File: config.mk
export PLATFORM = sky130hd
export DESIGN_NAME = gffp_ctrl
export DESIGN_NICKNAME = d
export VERILOG_FILES = /design/src/rtl/core/gffp_pkg.sv /design/src/rtl/core/gffp_ctrl.sv
export SDC_FILE = /design/constraint.sdc
export NUM_CORES = 1
export LEC_CHECK = 0
export ABC_AREA = 1
export CAP_MARGIN = 20
export CORE_AREA = 2 2 39 41
export DETAILED_ROUTE_END_ITERATION = 12
export DIE_AREA = 0 0 41 43
export DONT_BUFFER_PORTS = 1
export PLACE_DENSITY = 0.71
export SLEW_MARGIN = 0
export SYNTH_ARGS = -nofsm -noshare
export SYNTH_HDL_FRONTEND = slang
export SYNTH_SLANG_ARGS = --single-unit
File: constraint.sdc
create_clock -name clock -period 1.5 [get_ports clock]
set_input_delay 0.15 -clock clock [delete_from_list [all_inputs] [get_ports clock]]
set_output_delay 0.15 -clock clock [all_outputs]
set_load 0.05 [all_outputs]
File: src/rtl/core/gffp_pkg.sv
`timescale 1ns / 1ps
// ----------------------------------------------------------------------------
// Grid placer package
// Field widths, default sizes, operation codes and controller types.
// ----------------------------------------------------------------------------
package gffp_pkg;

   localparam int PAGES_DEF = 8;
   localparam int COLS_DEF  = 8;
   localparam int ROWS_DEF  = 8;

   localparam int OP_W    = 2;
   localparam int PAGE_W  = 3;
   localparam int COORD_W = 16;
   localparam int SIZE_W  = 4;
   localparam int ID_W    = 16;
   localparam int SLOT_W  = 3;
   localparam int OWNER_W = 17;

   typedef enum logic [OP_W-1:0] {
      OP_CLEAR  = 2'd0,
      OP_PLACE  = 2'd1,
      OP_LOOKUP = 2'd2
   } op_type;

   typedef enum logic [2:0] {
      RSP_NONE,
      RSP_CLEAR,
      RSP_PLACE,
      RSP_LOOKUP,
      RSP_MISS
   } rsp_kind_type;

   typedef enum logic [3:0] {
      ST_INIT,
      ST_IDLE,
      ST_DECODE,
      ST_CLEAR,
      ST_COL,
      ST_LOAD,
      ST_SCAN,
      ST_OCC_RD,
      ST_OCC_WR,
      ST_ID_WR,
      ST_RESULT
   } state_type;

   typedef struct packed {
      logic         load_req;
      logic         clr_start;
      logic         clr_step;
      logic         col_start;
      logic         col_next;
      logic         load_start;
      logic         load_step;
      logic         scan_step;
      logic         wr_start;
      logic         occ_rd;
      logic         occ_wr;
      logic         id_wr;
      logic         lk_rd;
      logic         rsp_load;
      rsp_kind_type rsp_kind;
   } cmd_type;

   typedef struct packed {
      logic [OP_W-1:0] op;
      logic            place_args_ok;
      logic            lookup_in_range;
      logic            clr_last;
      logic            col_fits;
      logic            load_done;
      logic            rd_vld;
      logic            row_fits;
      logic            window_free;
      logic            dr_last;
      logic            dc_last;
      logic            out_free;
   } status_type;

endpackage

File: src/rtl/core/gffp_ctrl.sv
`timescale 1ns / 1ps
// ----------------------------------------------------------------------------
// Grid placer controller
// Sequences clear, place and lookup operations over the datapath.
// ----------------------------------------------------------------------------
module gffp_ctrl (
   input  logic                 clock,
   input  logic                 reset,
   input  logic                 req_valid,
   output logic                 req_ready,
   input  gffp_pkg::status_type status,
   output gffp_pkg::cmd_type    cmd
);

   gffp_pkg::state_type    state_ff, state_in;
   gffp_pkg::rsp_kind_type kind_ff, kind_in;

   always_ff @(posedge clock) begin
      if (reset) begin
         state_ff <= gffp_pkg::ST_INIT;
         kind_ff  <= gffp_pkg::RSP_NONE;
      end else begin
         state_ff <= state_in;
         kind_ff  <= kind_in;
      end
   end

   always_comb begin
      state_in     = state_ff;
      kind_in      = kind_ff;
      cmd          = '0;
      cmd.rsp_kind = kind_ff;
      req_ready    = 1'b0;
      unique case (state_ff)
         gffp_pkg::ST_INIT: begin
            cmd.clr_step = 1'b1;
            if (status.clr_last) begin
               state_in = gffp_pkg::ST_IDLE;
            end
         end
         gffp_pkg::ST_IDLE: begin
            req_ready = 1'b1;
            if (req_valid) begin
               cmd.load_req = 1'b1;
               state_in     = gffp_pkg::ST_DECODE;
            end
         end
         gffp_pkg::ST_DECODE: begin
            unique case (status.op)
               gffp_pkg::OP_CLEAR: begin
                  cmd.clr_start = 1'b1;
                  state_in      = gffp_pkg::ST_CLEAR;
               end
               gffp_pkg::OP_PLACE: begin
                  if (status.place_args_ok) begin
                     cmd.col_start = 1'b1;
                     state_in      = gffp_pkg::ST_COL;
                  end else begin
                     kind_in  = gffp_pkg::RSP_NONE;
                     state_in = gffp_pkg::ST_RESULT;
                  end
               end
               gffp_pkg::OP_LOOKUP: begin
                  if (status.lookup_in_range) begin
                     cmd.lk_rd = 1'b1;
                     kind_in   = gffp_pkg::RSP_LOOKUP;
                  end else begin
                     kind_in = gffp_pkg::RSP_MISS;
                  end
                  state_in = gffp_pkg::ST_RESULT;
               end
               default: begin
                  kind_in  = gffp_pkg::RSP_NONE;
                  state_in = gffp_pkg::ST_RESULT;
               end
            endcase
         end
         gffp_pkg::ST_CLEAR: begin
            cmd.clr_step = 1'b1;
            if (status.clr_last) begin
               kind_in  = gffp_pkg::RSP_CLEAR;
               state_in = gffp_pkg::ST_RESULT;
            end
         end
         gffp_pkg::ST_COL: begin
            if (status.col_fits) begin
               cmd.load_start = 1'b1;
               state_in       = gffp_pkg::ST_LOAD;
            end else begin
               kind_in  = gffp_pkg::RSP_NONE;
               state_in = gffp_pkg::ST_RESULT;
            end
         end
         gffp_pkg::ST_LOAD: begin
            cmd.load_step = 1'b1;
            if (status.load_done && status.rd_vld) begin
               state_in = gffp_pkg::ST_SCAN;
            end
         end
         gffp_pkg::ST_SCAN: begin
            priority if (!status.row_fits) begin
               cmd.col_next = 1'b1;
               state_in     = gffp_pkg::ST_COL;
            end else if (status.window_free) begin
               cmd.wr_start = 1'b1;
               state_in     = gffp_pkg::ST_OCC_RD;
            end else begin
               cmd.scan_step = 1'b1;
            end
         end
         gffp_pkg::ST_OCC_RD: begin
            cmd.occ_rd = 1'b1;
            state_in   = gffp_pkg::ST_OCC_WR;
         end
         gffp_pkg::ST_OCC_WR: begin
            cmd.occ_wr = 1'b1;
            state_in   = gffp_pkg::ST_ID_WR;
         end
         gffp_pkg::ST_ID_WR: begin
            cmd.id_wr = 1'b1;
            if (status.dr_last) begin
               if (status.dc_last) begin
                  kind_in  = gffp_pkg::RSP_PLACE;
                  state_in = gffp_pkg::ST_RESULT;
               end else begin
                  state_in = gffp_pkg::ST_OCC_RD;
               end
            end
         end
         gffp_pkg::ST_RESULT: begin
            if (status.out_free) begin
               cmd.rsp_load = 1'b1;
               state_in     = gffp_pkg::ST_IDLE;
            end
         end
      endcase
   end

endmodule

==> results by group <==
Critical path
  • Worst path required time: 1.35 ns
  • Worst Setup SP: state_ff[3]$_SDFFE_PP0P_
  • Endpoint type of the worst setup path: output port
  • WP data arrival: 1.45 ns
  • Startpoint Class: flip-flop
  • Worst r2r dst: state_ff[0]$_SDFFE_PP0P_
  • R2R cell count: 11
  • FF-to-FF Start: state_ff[3]$_SDFFE_PP0P_
  • Reg-to-reg slack, setup: -0.04 ns
  • CP Class: reg2out
  • Max FO, Critical Path: 6

Power and ir drop
  • Comb pwr share: 71.5%
  • Clk network pwr share: 9.1%
  • NetSw: 1.156 mW
  • Sequential power share: 19.4%
  • Max VDD drop: 1342 uV
  • Cell Pwr Density: 1612 mW/mm^2
  • Total power: 1.978 mW
  • Pleak: 0.6545 nW
  • P_int: 0.8227 mW
  • Switching share of total power: 58.42%

Global routing
  • Total gr overflow: 0
  • GRT Util Overall: 26.08%
  • Largest net degree at the start of global routing: 9
  • Initial antenna violation count: 0
  • Vias in the first global route: 787
  • First-pass GRT wire length: 3.153 mm

Clock tree
  • Total CTS buffers: 3
  • Clk sink count: 7
  • Worst-Skew Late Latency: 0.26 ns
  • TritonCTS clock tree: done
  • Total number of H-tree levels: 1
  • Clock transition at path regs: 0.06 ns
  • Root Driver: clkbuf_4
  • Clock buffer depth: 2

STA
  • Setup-failing EPs final: 7
  • Least-Margin Pin Slew: 0.3352 ns
  • Count of final hold-check violations: 0
  • Final Skew: 0.001447 ns
  • RSZ-0062 raised after global routing: true
  • Worst rel slew slack: 77.41%
  • F_max: 625.7 MHz
  • Sum Neg Setup Slack: -0.2564 ns
  • Crit share post-route: 106.5%
  • Slew Limit Fails: 0
  • Final WS setup: -0.09816 ns
  • Post-layout min period: 1.598 ns

Placed design
  • Detailed placement HPWL: 1.717 mm
  • Port Buf Inserts: 0
  • Pre-CTS setup slack: 0.002934 ns
  • Gpl congestion: 0.9546
  • Placed inst area: 0.001028 mm^2

Routing
  • DR iter-0 viols: 50
  • Antenna-violating nets left: 0
  • DRT Pass-1 Iters: 5
  • Total number of vias: 1069
  • Vias/cell: 5.597
  • Routed WL: 2.732 mm
  • Drt wl/cell: 14.30 um
  • DRC viols: 0

Layout
  • Layout cells sized above 1: 40.00%
  • Final Cell Area: 0.001227 mm^2
  • Area growth, synth to finish: 64.60%
  • ANT cells: 0
  • Fin nets: 192

Yosys
  • Yosys top cell area share: 24.16%
  • Asr flop ratio synth: 0%
  • Mapped Area: 745.7 um^2
  • Post-Syn Instances: 145
  • Largest cells by area after synthesis: nand2_1 (24%), dfxtp_1 (19%), inv_1 (12%), nor2_1 (12%), nand3_1 (8.7%)
  • Unique cell type count in the Yosys netlist: 16
  • Seq cells post-synth: 7
  • Leading area contributor after synthesis: nand2_1
  • EDFF count, synth: 0
  • Post-Syn Nets: 161
  • Synth cell count leaders: nand2_1 (48), inv_1 (24), nor2_1 (23)
  • Yosys synthesis warning count: 0
  • Syn_area_per_cell: 5.143 um^2
  • Ys flop type: dfxtp_1
  • Seq/Total Area, Yosys: 18.79%
  • Most frequent cell after synthesis: nand2_1

Die
  • Initial core utilization: 53.89%
  • Die Y: 43 um
  • Die Wd: 41 um
  • Die footprint: 0.001763 mm^2
  • Core Region: 0.001384 mm^2
  • Site row count: 14
  • Boundary pin count: 34

Worst hold path
  • Hold path depth: 3
  • Hold Startpoint: reset
  • Hold Path Class: in2reg
  • Hold path endpoint: state_ff[0]$_SDFFE_PP0P_

Flow run
  • Max-cap violations: 0

Run status
  • Status: complete, but fails checks
  • Failing checks: negative setup slack
-- critical path, stage by stage (launching register included) --
cell and delay [ns]:
dfxtp_4 0.37, buf_6 0.13, nor2_4 0.16, buf_12 0.14, nand3_4 0.09, nor2_4 0.15
buf_12 0.14
-- worst max path at each step --
stage                              end  slack, ns  cells after the start
6_report                        cmd[8]       -0.1                      6
3_3_place_gp   kind_ff[1]$_SDFFE_PP0P_    -0.0002                      9
4_1_cts                        cmd[12]      0.003                      5
3_5_place_dp   kind_ff[1]$_SDFFE_PP0P_      0.003                      9
5_1_grt                         cmd[8]      -0.12                      6
2_1_floorplan                   cmd[7]      -0.25                      2
-- power by group through the flow --
stage               logic [mW]  clock network, mW  registers, mW
floorplan                0.837                  0          0.451
detailed placement        1.25                  0          0.335
global placement          1.24                  0          0.337
global route              1.52              0.191          0.397
CTS                       1.28              0.177          0.344
finish                    1.42              0.180          0.384
-- cell families (layout without fill, tap and decap cells) --
kind of cell           after synthesis  after routing  share of synthesized area (%)
and+or+nand+nor                    107            107                          64.09
buffers and inverters               25             55                          12.75
AOI/OAI and AO/OA                    6              6                          4.362
DFF                                  7              7                          18.79
-- registers in the layout (all words and copies together) (netlist names) --
register	count
state_ff	4
kind_ff	3
-- repair_timing --
action | 4_1_cts | 5_1_grt
hold buffers | 1 | 0
setup endpoints to repair | 11 | 16
gates resized for setup | 9 | 28
pin swaps | 1 | 9
buffers inserted | 1 | 5
hold endpoints to repair | 3 | 0
-- layer usage --
layer	vias up	share of wire, %	routed length (um)	global-route usage [%]
met5	-	0	0	0
met4	0	3.1	86	5.333
met3	14	8.1	221	10.99
met1	477	36	981	30.52
met2	71	53	1442	42.50
li1	507	-	-	-
-- stage by stage --
stage | cells | util [%] | hold slack (ns)
final | 191 | 88.70 | 0.08608
after global routing | 191 | 88.70 | 0.1021
after CTS | 186 | 79.39 | 0.08669
after detailed placement | 180 | 74.32 | 0.2244
after global placement | 180 | 74.32 | 0.2282
after floorplan | 145 | - | 0.2191
-- cell usage in the layout (no fill, tap or decap), drive strengths merged --
cell type | Yosys | final
o21bai | 1 | 1
dlygate4sd3 | 0 | 1
inv | 24 | 24
clkbuf | 1 | 4
or2 | 1 | 1
nor3 | 4 | 4
dfxtp | 7 | 7
nand2 | 52 | 52
nand3 | 13 | 13
nand4 | 2 | 2
o21ai | 1 | 1
a21oi | 4 | 4
nor2 | 33 | 33
buf | 0 | 26
nand3b | 2 | 2
-- final cells by class --
cell class	count	area, um^2
sequential	7	152.6
multi-input combinational	113	623.1
inverter	24	97.59
tap	16	20.02
fill	78	156.4
clock buffer	4	26.28
timing repair buffer	27	307.8
No activity file was read; power rests on OpenSTA's default activity.
